--- config.mk ---
export PLATFORM = sky130hd
export DESIGN_NAME = gray_replicate_pad_core
export DESIGN_NICKNAME = d
export VERILOG_FILES = /design/src/hdl/grp_pkg.sv /design/src/hdl/grp_front.sv /design/src/hdl/grp_fifo.sv /design/src/hdl/grp_back.sv /design/src/hdl/gray_replicate_pad_core.sv
export SDC_FILE = /design/constraint.sdc
export NUM_CORES = 1
export LEC_CHECK = 0
export BUFFER_PORTS_ARGS = -buffer_cell sky130_fd_sc_hd__buf_2
export CORE_AREA = 2 2 163 197
export CTS_CLUSTER_DIAMETER = 150
export DETAILED_ROUTE_END_ITERATION = 6
export DIE_AREA = 0 0 165 199
export PLACE_DENSITY = 0.87
export SYNTH_ARGS = -nofsm -noshare
export SYNTH_HDL_FRONTEND = slang
export SYNTH_SLANG_ARGS = --single-unit
--- constraint.sdc ---
create_clock -name clk_i -period 6.55 [get_ports clk_i]
set_input_delay 0.3275 -clock clk_i [delete_from_list [all_inputs] [get_ports clk_i]]
set_output_delay 0.3275 -clock clk_i [all_outputs]
set_load 0.05 [all_outputs]
--- src/hdl/grp_pkg.sv ---
// Shared types and constants for the gray replicate-pad block.
`default_nettype none
package grp_pkg;

  localparam int unsigned MAX_DIM = 4096;
  localparam int unsigned CNT_W   = $clog2(MAX_DIM);
  localparam int unsigned CRD_W   = 13;
  localparam int unsigned PIX_W   = 8;
  localparam int unsigned SUM_W   = 18;
  localparam int unsigned FRAC_W  = 10;

  localparam logic [9:0] W_C0 = 10'd307;
  localparam logic [9:0] W_C1 = 10'd604;
  localparam logic [9:0] W_C2 = 10'd113;

  localparam int unsigned CFG_IDX_W = 2;
  localparam logic [CFG_IDX_W-1:0] CFG_IMAGE_WIDTH  = 2'd0;
  localparam logic [CFG_IDX_W-1:0] CFG_IMAGE_HEIGHT = 2'd1;

  localparam logic [CRD_W-1:0] WIDTH_RST  = 13'd640;
  localparam logic [CRD_W-1:0] HEIGHT_RST = 13'd480;

  localparam int unsigned FIFO_DEPTH = 4;
  localparam int unsigned FIFO_AW    = $clog2(FIFO_DEPTH);

  localparam int unsigned IN_TDATA_W  = 24;
  localparam int unsigned OUT_TDATA_W = 40;

  typedef enum logic [1:0] {
    SEL_LO,
    SEL_MID,
    SEL_HI
  } sel_e;

  // One classified pixel: everything the emitter needs to produce its copies.
  typedef struct packed {
    logic [PIX_W-1:0] gray;
    logic [CRD_W-1:0] col1;
    logic [CRD_W-1:0] row1;
    logic [CRD_W-1:0] wid1;
    logic [CRD_W-1:0] hgt1;
    logic             top;
    logic             bot;
    logic             left;
    logic             right;
    logic             last_pix;
  } desc_t;

  function automatic logic [CRD_W-1:0] eff_dim(input logic [CRD_W-1:0] v);
    logic [CRD_W-1:0] r;
    r = v;
    if (v == '0) begin
      r = CRD_W'(1);
    end else if ({1'b0, v} > (CRD_W + 1)'(MAX_DIM)) begin
      r = CRD_W'(MAX_DIM);
    end
    return r;
  endfunction

endpackage
`default_nettype wire

--- src/hdl/grp_front.sv ---
// Front end: configuration registers, raster position, gray conversion, edge classification.
`default_nettype none
module grp_front (
  input  wire logic                              clk_i,
  input  wire logic                              rst_ni,
  input  wire logic                              cfg_valid_i,
  input  wire logic [grp_pkg::CFG_IDX_W-1:0]     cfg_index_i,
  input  wire logic [grp_pkg::CRD_W-1:0]         cfg_data_i,
  input  wire logic                              pix_valid_i,
  input  wire logic [grp_pkg::IN_TDATA_W-1:0]    pix_data_i,
  output logic                                   pix_ready_o,
  output logic                                   desc_valid_o,
  output grp_pkg::desc_t                         desc_o,
  input  wire logic                              desc_ready_i
);
  import grp_pkg::*;

  logic [CRD_W-1:0] width_q, height_q;
  logic [CNT_W-1:0] col_q, col_d, row_q, row_d;
  logic [CRD_W-1:0] w_eff, h_eff;
  logic [CNT_W-1:0] w_m1, h_m1;
  logic [SUM_W-1:0] sum;
  logic             at_right, at_bot, accept;

  assign w_eff = eff_dim(width_q);
  assign h_eff = eff_dim(height_q);
  assign w_m1  = CNT_W'(w_eff - CRD_W'(1));
  assign h_m1  = CNT_W'(h_eff - CRD_W'(1));

  assign at_right = (col_q == w_m1);
  assign at_bot   = (row_q == h_m1);

  assign sum = SUM_W'(pix_data_i[7:0])   * SUM_W'(W_C0)
             + SUM_W'(pix_data_i[15:8])  * SUM_W'(W_C1)
             + SUM_W'(pix_data_i[23:16]) * SUM_W'(W_C2);

  assign pix_ready_o  = desc_ready_i;
  assign desc_valid_o = pix_valid_i;
  assign accept       = pix_valid_i && desc_ready_i;

  always_comb begin
    desc_o.gray     = sum[FRAC_W +: PIX_W];
    desc_o.col1     = CRD_W'(col_q) + CRD_W'(1);
    desc_o.row1     = CRD_W'(row_q) + CRD_W'(1);
    desc_o.wid1     = w_eff + CRD_W'(1);
    desc_o.hgt1     = h_eff + CRD_W'(1);
    desc_o.top      = (row_q == '0);
    desc_o.bot      = at_bot;
    desc_o.left     = (col_q == '0);
    desc_o.right    = at_right;
    desc_o.last_pix = at_bot && at_right;
  end

  always_comb begin
    col_d = col_q;
    row_d = row_q;
    if (cfg_valid_i &&
        (cfg_index_i == CFG_IMAGE_WIDTH || cfg_index_i == CFG_IMAGE_HEIGHT)) begin
      col_d = '0;
      row_d = '0;
    end else if (accept) begin
      if (at_right) begin
        col_d = '0;
        row_d = at_bot ? '0 : row_q + CNT_W'(1);
      end else begin
        col_d = col_q + CNT_W'(1);
      end
    end
  end

  always_ff @(posedge clk_i or negedge rst_ni) begin
    if (!rst_ni) begin
      width_q  <= WIDTH_RST;
      height_q <= HEIGHT_RST;
      col_q    <= '0;
      row_q    <= '0;
    end else begin
      col_q <= col_d;
      row_q <= row_d;
      if (cfg_valid_i && cfg_index_i == CFG_IMAGE_WIDTH) begin
        width_q <= cfg_data_i;
      end
      if (cfg_valid_i && cfg_index_i == CFG_IMAGE_HEIGHT) begin
        height_q <= cfg_data_i;
      end
    end
  end

endmodule
`default_nettype wire

--- src/hdl/grp_fifo.sv ---
// Small first-word-fall-through queue of pixel descriptors.
`default_nettype none
module grp_fifo (
  input  wire logic           clk_i,
  input  wire logic           rst_ni,
  input  wire logic           wr_valid_i,
  input  wire grp_pkg::desc_t wr_data_i,
  output logic                wr_ready_o,
  output logic                rd_valid_o,
  output grp_pkg::desc_t      rd_data_o,
  input  wire logic           rd_pop_i
);
  import grp_pkg::*;

  desc_t              mem_q [FIFO_DEPTH];
  logic [FIFO_AW-1:0] wptr_q, rptr_q;
  logic [FIFO_AW:0]   cnt_q;
  logic               push, pop;

  assign wr_ready_o = (cnt_q != (FIFO_AW + 1)'(FIFO_DEPTH));
  assign rd_valid_o = (cnt_q != '0);
  assign rd_data_o  = mem_q[rptr_q];
  assign push       = wr_valid_i && wr_ready_o;
  assign pop        = rd_pop_i && rd_valid_o;

  always_ff @(posedge clk_i) begin
    if (push) begin
      mem_q[wptr_q] <= wr_data_i;
    end
  end

  always_ff @(posedge clk_i or negedge rst_ni) begin
    if (!rst_ni) begin
      wptr_q <= '0;
      rptr_q <= '0;
      cnt_q  <= '0;
    end else begin
      if (push) begin
        wptr_q <= wptr_q + FIFO_AW'(1);
      end
      if (pop) begin
        rptr_q <= rptr_q + FIFO_AW'(1);
      end
      case ({push, pop})
        2'b10:   cnt_q <= cnt_q + (FIFO_AW + 1)'(1);
        2'b01:   cnt_q <= cnt_q - (FIFO_AW + 1)'(1);
        default: cnt_q <= cnt_q;
      endcase
    end
  end

endmodule
`default_nettype wire

--- src/hdl/grp_back.sv ---
// Back end: walks the border copies of each descriptor into a registered output stage.
`default_nettype none
module grp_back (
  input  wire logic                            clk_i,
  input  wire logic                            rst_ni,
  input  wire logic                            desc_valid_i,
  input  wire grp_pkg::desc_t                  desc_i,
  output logic                                 desc_pop_o,
  output logic                                 m_axis_tvalid,
  input  wire logic                            m_axis_tready,
  output logic [grp_pkg::OUT_TDATA_W-1:0]      m_axis_tdata,
  output logic                                 m_axis_tlast,
  output logic                                 m_axis_tuser
);
  import grp_pkg::*;

  sel_e             row_q, col_q, row_eff, col_eff, col_start;
  logic             first_q, out_valid_q;
  logic [PIX_W-1:0] gray_q;
  logic [CRD_W-1:0] pcol_q, prow_q, pcol, prow;
  logic             last_q, fend_q;
  logic             emit, row_fin, col_fin, last;

  assign col_start = desc_i.left ? SEL_LO : SEL_MID;
  assign row_eff   = first_q ? (desc_i.top ? SEL_LO : SEL_MID) : row_q;
  assign col_eff   = first_q ? col_start : col_q;
  assign row_fin   = (row_eff == SEL_HI) || (row_eff == SEL_MID && !desc_i.bot);
  assign col_fin   = (col_eff == SEL_HI) || (col_eff == SEL_MID && !desc_i.right);
  assign last      = row_fin && col_fin;

  assign emit       = desc_valid_i && (!out_valid_q || m_axis_tready);
  assign desc_pop_o = emit && last;

  always_comb begin
    case (col_eff)
      SEL_LO:  pcol = '0;
      SEL_MID: pcol = desc_i.col1;
      SEL_HI:  pcol = desc_i.wid1;
      default: pcol = '0;
    endcase
    case (row_eff)
      SEL_LO:  prow = '0;
      SEL_MID: prow = desc_i.row1;
      SEL_HI:  prow = desc_i.hgt1;
      default: prow = '0;
    endcase
  end

  always_ff @(posedge clk_i or negedge rst_ni) begin
    if (!rst_ni) begin
      first_q     <= 1'b1;
      row_q       <= SEL_MID;
      col_q       <= SEL_MID;
      out_valid_q <= 1'b0;
    end else begin
      if (emit) begin
        out_valid_q <= 1'b1;
        if (last) begin
          first_q <= 1'b1;
        end else begin
          first_q <= 1'b0;
          if (col_fin) begin
            col_q <= col_start;
            row_q <= (row_eff == SEL_LO) ? SEL_MID : SEL_HI;
          end else begin
            row_q <= row_eff;
            col_q <= (col_eff == SEL_LO) ? SEL_MID : SEL_HI;
          end
        end
      end else if (m_axis_tready) begin
        out_valid_q <= 1'b0;
      end
    end
  end

  always_ff @(posedge clk_i) begin
    if (emit) begin
      gray_q <= desc_i.gray;
      pcol_q <= pcol;
      prow_q <= prow;
      last_q <= last;
      fend_q <= last && desc_i.last_pix;
    end
  end

  assign m_axis_tvalid = out_valid_q;
  assign m_axis_tdata  = {(OUT_TDATA_W - PIX_W - 2 * CRD_W)'(0), prow_q, pcol_q, gray_q};
  assign m_axis_tlast  = last_q;
  assign m_axis_tuser  = fend_q;

endmodule
`default_nettype wire

--- src/hdl/gray_replicate_pad_core.sv ---
// Top level of the gray conversion and replicate border padding block.
// Input stream s_axis: one 24-bit pixel per transaction in raster order.
// Output stream m_axis: one padded-frame pixel per transaction with its coordinates;
// tlast marks the final copy of an input pixel, tuser the frame's final copy.
// Config channel: cfg_index_i 0 = image_width, 1 = image_height; a write restarts
// the frame at the top-left pixel. Other indexes are ignored. cfg_ready_o is always 1.
// The first copy of a pixel is written into the queue and then into the output
// register, from which it is presented on m_axis. While m_axis does not stall,
// interior pixels flow at one per cycle and a pixel on an edge is emitted at one
// copy per cycle (2 to 9 copies), set by the single output register that the
// emitter fills one copy at a time. A four-entry queue between the classifier
// and the emitter absorbs the difference.
// Reset: dimensions return to 640 x 480, position to the top-left pixel,
// the queue and output stage empty.
// When m_axis stalls, the output register holds its transaction, the emitter
// waits, the queue fills and s_axis_tready drops once it is full.
`default_nettype none
module gray_replicate_pad_core (
  input  wire logic                                clk_i,
  input  wire logic                                rst_ni,
  input  wire logic                                cfg_valid_i,
  output logic                                     cfg_ready_o,
  input  wire logic [grp_pkg::CFG_IDX_W-1:0]       cfg_index_i,
  input  wire logic [grp_pkg::CRD_W-1:0]           cfg_data_i,
  input  wire logic                                s_axis_tvalid,
  output logic                                     s_axis_tready,
  // chan0 [7:0], chan1 [15:8], chan2 [23:16]
  input  wire logic [grp_pkg::IN_TDATA_W-1:0]      s_axis_tdata,
  output logic                                     m_axis_tvalid,
  input  wire logic                                m_axis_tready,
  // gray [7:0], pad_col [20:8], pad_row [33:21], zero [39:34]
  output logic [grp_pkg::OUT_TDATA_W-1:0]          m_axis_tdata,
  // last_copy
  output logic                                     m_axis_tlast,
  // frame_end
  output logic                                     m_axis_tuser
);
  import grp_pkg::*;

  logic  fr_valid, fr_ready, q_valid, q_pop;
  desc_t fr_desc, q_desc;

  assign cfg_ready_o = 1'b1;

  grp_front u_front (
    .clk_i        (clk_i),
    .rst_ni       (rst_ni),
    .cfg_valid_i  (cfg_valid_i),
    .cfg_index_i  (cfg_index_i),
    .cfg_data_i   (cfg_data_i),
    .pix_valid_i  (s_axis_tvalid),
    .pix_data_i   (s_axis_tdata),
    .pix_ready_o  (s_axis_tready),
    .desc_valid_o (fr_valid),
    .desc_o       (fr_desc),
    .desc_ready_i (fr_ready)
  );

  grp_fifo u_fifo (
    .clk_i      (clk_i),
    .rst_ni     (rst_ni),
    .wr_valid_i (fr_valid),
    .wr_data_i  (fr_desc),
    .wr_ready_o (fr_ready),
    .rd_valid_o (q_valid),
    .rd_data_o  (q_desc),
    .rd_pop_i   (q_pop)
  );

  grp_back u_back (
    .clk_i         (clk_i),
    .rst_ni        (rst_ni),
    .desc_valid_i  (q_valid),
    .desc_i        (q_desc),
    .desc_pop_o    (q_pop),
    .m_axis_tvalid (m_axis_tvalid),
    .m_axis_tready (m_axis_tready),
    .m_axis_tdata  (m_axis_tdata),
    .m_axis_tlast  (m_axis_tlast),
    .m_axis_tuser  (m_axis_tuser)
  );

endmodule
`default_nettype wire

# After elaboration in Yosys (flattened, before gate mapping)
# Memory sizes are Yosys's and may differ from the RTL's.
# Index checks and enable logic that the tools add are counted.
# totals
ff_bits	99
ramBits	260
in_bits	44
output_inout_bits	45
wordCells	107
memories	1
# mem_list
name	words	width	rd	rd_ports_with_merged_regs	wr	line	text
u_fifo.mem_q	4	65	1	0	1	grp_fifo.sv:15	desc_t mem_q [FIFO_DEPTH];
# classes
add_sub_neg	14
multipliers	3
n_lt_le_gt_ge	2
n_eq_ne	10
muxes	27
bitwise	1
n_reduce_logical	33
# op_table
op	count
12-bit 2-to-1 mux	7
13-bit 2-to-1 mux	4
13-bit one-hot mux with 2 select lines	2
12-bit by 1-bit adder with 13-bit output, second input constant	2
13-bit by 1-bit adder with 13-bit output, second input constant	2
13-bit greater-than comparator, second input constant	2
13-bit logical NOT	2
12-bit by 1-bit adder with 12-bit output, second input constant	2
12-bit equality test	2
12-bit logical NOT	2
12-bit by 1-bit subtractor with 12-bit output, second input constant	2
17-bit by 18-bit adder with 18-bit output	1
18-bit by 15-bit adder with 18-bit output	1
8-bit by 9-bit multiplier with 17-bit output, second input constant	1
8-bit by 8-bit multiplier with 16-bit output, second input constant	1
8-bit by 7-bit multiplier with 15-bit output, second input constant	1
1-bit logical AND	12
2-bit 2-to-1 mux	6
2-bit by 1-bit equality test with 1-bit output, second input constant	4
2-bit nonzero test	4
1-bit 2-to-1 mux	7
2-bit equality test, second input constant	3
2-bit logical NOT	3
3-bit one-hot mux with 2 select lines	1
9 further kinds	16

# Logic depth before layout (Yosys ltp)
# An unclocked memory read counts as a cell.
# depth
depth_word	11
mapped_depth	26
mapped_depth_nobuf	26

# Modules after synthesis
# A second synthesis with hierarchy kept.
# unflattened
hier_cells	1493
hier_area_um2	20226.9
# by_module_without_submodules
module	instances	cells_per_inst	area_per_inst_um2	seq_area_each_um2
grp_fifo	1	377	9799.4	7982.7
grp_front	1	966	8480.6	1258.7
grp_back	1	148	1935.6	1234.9
gray_replicate_pad_core	1	2	11.3	0.0

# Worst setup path before layout
# OpenSTA, ideal clock, no wires.
# synth_timing
path_kind	input port to flip-flop
start	input port s_axis_tdata[8] (netlist name)
end	memory u_fifo.mem_q[0][62] (netlist name), data pin
setup_time_ps	272
t_arrival_ps	5693
required_time_ps	6278
path_slack_ps	585
path_stages	26
n_path_buf	0
cell_sequence	ha_1 -> inv_1 -> fa_1 -> inv_1 -> ha_1 -> inv_1 -> fa_1 -> inv_1 -> ha_1 -> a21oi_1 -> o21ai_0 -> a21o_1 -> a21oi_1 -> xnor2_1 -> ha_1 -> inv_1 -> fa_1 -> fa_1 -> inv_1 -> ha_1 -> nor2_1 -> a2111oi_0 -> o21a_1 -> o21ai_0 -> nor2b_1 -> xnor2_1
# synth_lines
element	line	text
start, declared	gray_replicate_pad_core.sv:28	input wire logic [grp_pkg::IN_TDATA_W-1:0] s_axis_tdata,
end, declared	grp_fifo.sv:15	

==> results by group <==
Synth
  – Top_reg_cell synth: edfxtp_1
  – Async S/R FF share, synth: 17.5%
  – Syn Inst Count: 1483
  – Syn avg cell area: 13.4 µm²
  – Post-synthesis sequential area ratio: 52.6%
  – EDFF count, synth: 296
  – YS warnings: 0
  – Flop and latch count out of synthesis: 359
  – Synth unique cells: 77
  – Synthesized area: 19900 µm²

Worst setup path
  – Worst path max stage delay: 0.53 ns
  – Critical Path End Type: flip-flop
  – CP max FO: 5
  – CP Class: in -> reg
  – Slowest cell on the critical path: fa_1
  – Req. time, crit path: 6.89 ns
  – Nature of the critical path startpoint: input port
  – Crit path max-delay family: adder cells
  – WP buf/inv: 7
  – Crit path DAT: 6.29 ns

Placement
  – Final HPWL DP: 30000 µm
  – Setup WS pre-CTS: 0.0123 ns
  – Placed Area: 20600 µm²
  – Dpl cells: 1904
  – Port buffer count: 81
  – Gpl congestion: 0.953

Clocking
  – Clk slew on worst S/H paths: 0.07 ns
  – # hold bufs at CTS: 1
  – Setup Fix Bufs, Post-CTS: 0
  – Total CTS buffers: 31
  – CTS Buffer Depth: 3
  – H-tree depth: 1
  – Clk root buf: clkbuf_16
  – TritonCTS Sinks: 359
  – Clock Latency Late Sink: 0.58 ns
  – # resized after CTS: 0
  – CTS tree: built

Floorplanning
  – Site Rows: 71
  – Die area: 32800 µm²
  – Starting density of the core: 64.2%
  – IO Count: 89
  – Area of the core: 31000 µm²
  – Die H: 199 µm
  – Chip width: 165 µm

Worst hold path
  – Hold Path Class: in -> reg

Final layout
  – Net count reported at finish: 1778
  – Final cell count without fillers: 1966
  – Layout cells sized above 1: 18.1%
  – Final Util: 70.2%
  – Synth-to-Final Area Change: 9.26%
  – Design area: 21800 µm²

Flow run
  – Max Cap Violations: 0

Timing
  – Finish-stage setup viols: 0
  – Setup_tns: 0 ns
  – Final setup margin: 0.598 ns
  – Final Hold Viols: 0
  – RSZ-0062 raised after global routing: false
  – Clk_skew: 0.0179 ns
  – Final period utilization: 90.9%
  – Worst rel slew slack: 21.3%
  – Pins Over Slew Limit: 0
  – Fmax: 168 MHz
  – Worst slew pin tran: 1.18 ns
  – Fin crit period: 5.95 ns

Detailed routing
  – Post-Route WL: 43000 µm
  – Drt via density: 6.30
  – Wire per inst: 21.9 µm
  – First-pass DRT Iterations: 5
  – Via Count: 12400
  – DRC Markers: 0
  – Initial DRC count: 1220
  – Final ANT Viol Nets: 0

Global routing
  – Initial antenna violation count: 7
  – Total GRT Usage: 27.3%
  – Largest net degree at the start of global routing: 64
  – Total gr overflow: 0
  – First-pass GRT wire length: 68300 µm
  – Number of global-route vias before repair: 12700

Power and ir drop
  – Sw Share: 38.7%
  – Leak Pwr: 0.00860 µW
  – Logic gate share of total power: 46.5%
  – Sequential share of power: 35.7%
  – Power share of the clock group: 17.7%
  – Power per cell area: 523 nW/µm²
  – Psw: 4400 µW
  – Int Pwr: 6980 µW
  – VDD IR max: 0.480 mV

Status
  – Status: completed
## final cells by class
| cell class | count | area [µm²] |
|---|---|---|
| sequential | 359 | 10500 |
| fill | 2042 | 9240 |
| multi-input combinational | 863 | 8410 |
| clock buffer | 37 | 838 |
| inverter | 187 | 702 |
| timing repair buffer | 95 | 513 |
| tap | 401 | 502 |
| clock inverter | 20 | 305 |
| antenna | 4 | 10.0 |
## cells by family after synthesis
logic type / after synthesis / share of synthesized area [%]
flip-flops: 359 / 52.6
AND/OR/NAND/NOR: 310 / 8.29
buffers and inverters: 266 / 5.30
adder cells (fa/ha/maj): 197 / 14.9
AO/OA/AOI/OAI: 169 / 6.06
multiplexers: 99 / 9.23
XOR/XNOR: 81 / 3.56
other: 2 / 0.0377
## routing by layer
layer	global-route usage, %	up-vias	part of all wire [%]
met4	10.9	6	4.0
met1	34.2	6233	37
met3	5.11	120	7.5
li1	-	5473	-
met5	0	-	0.093
met2	47.1	552	51
## layout by cell type, fill, tap and decap left out, drive strengths merged, types with 7 or more instances in the layout
| cell | n |
|---|---|
| xor2 | 35 |
| mux4 | 65 |
| nand4 | 13 |
| edfxtp | 296 |
| a22oi | 26 |
| bufinv | 7 |
| or4 | 8 |
| fa | 68 |
| nor2 | 88 |
| nor2b | 13 |
| conb | 7 |
| dfrtp | 54 |
| clkbuf | 37 |
| a22o | 17 |
| a21oi | 33 |
| dfstp | 9 |
| inv | 188 |
| buf | 94 |
| or3 | 9 |
| ha | 129 |
| nand2 | 40 |
| nor4 | 19 |
| nand3 | 33 |
| a31oi | 8 |
| clkinv | 7 |
| and3 | 20 |
| nor3 | 24 |
| xnor2 | 46 |
| nand2b | 13 |
| mux2 | 28 |
| o21ai | 30 |
## cells in the mapped netlist, types with 28 or more instances
master | count | area share, %
mux2_2 | 28 | 1.6
xor2_1 | 35 | 1.5
edfxtp_1 | 296 | 45
inv_1 | 187 | 3.5
nand2_1 | 40 | 0.75
ha_1 | 129 | 8.1
nand3_1 | 33 | 0.83
a21oi_1 | 33 | 0.83
o21ai_0 | 29 | 0.73
fa_1 | 68 | 6.8
xnor2_1 | 46 | 2.0
dfrtp_1 | 54 | 6.8
clkbuf_1 | 50 | 0.94
nor2_1 | 88 | 1.7
mux4_2 | 65 | 7.3
## sequential cells by signal, indices dropped and copies added, names as in the netlist, 3 cells and up
signal and count:
u_fifo.mem_q 260, u_back.pcol_q 13, u_back.prow_q 13, u_front.height_q 13, u_front.width_q 13, u_front.col_q 12, u_front.row_q 12, u_back.gray_q 8
u_fifo.cnt_q 3
## power groups by stage
stage,clock (µW),combinational [µW],sequential (µW)
floorplan,0,3630,4360
global placement,0,5070,4040
detailed placement,0,5260,4090
CTS,2030,5310,4060
global route,2120,5900,4130
finish,2020,5290,4070
## stage by stage
stage          total power, µW  hold slack [ns]
3_5_place_dp              9360            0.486
3_3_place_gp              9100            0.471
6_report                 11400           0.0170
5_1_grt                  12100          0.00417
4_1_cts                  11400         0.000673
2_1_floorplan             7990           0.0319
## worst paths after layout
check                                                 start                               end  slack, ns  cells after the start
setup / recovery                            s_axis_tdata[8]     u_fifo.mem_q[3][62]$_DFFE_PP_       0.60                     25
hold / removal                                cfg_data_i[8]   u_front.height_q[8]$_DFFE_PN1P_       0.02                      2
setup reg to reg             u_front.width_q[5]$_DFFE_PN0P_      u_front.row_q[0]$_DFFE_PN0P_       1.47                     12
hold reg to reg            u_back.m_axis_tvalid$_DFFE_PN0P_  u_back.m_axis_tvalid$_DFFE_PN0P_       0.50                      2
max in group asynchronous                            rst_ni      u_fifo.rptr_q[0]$_DFFE_PN0P_       5.41                      3
min in group asynchronous                            rst_ni      u_front.row_q[8]$_DFFE_PN0P_       0.48                      3
Power figures use the tool's default switching activity.
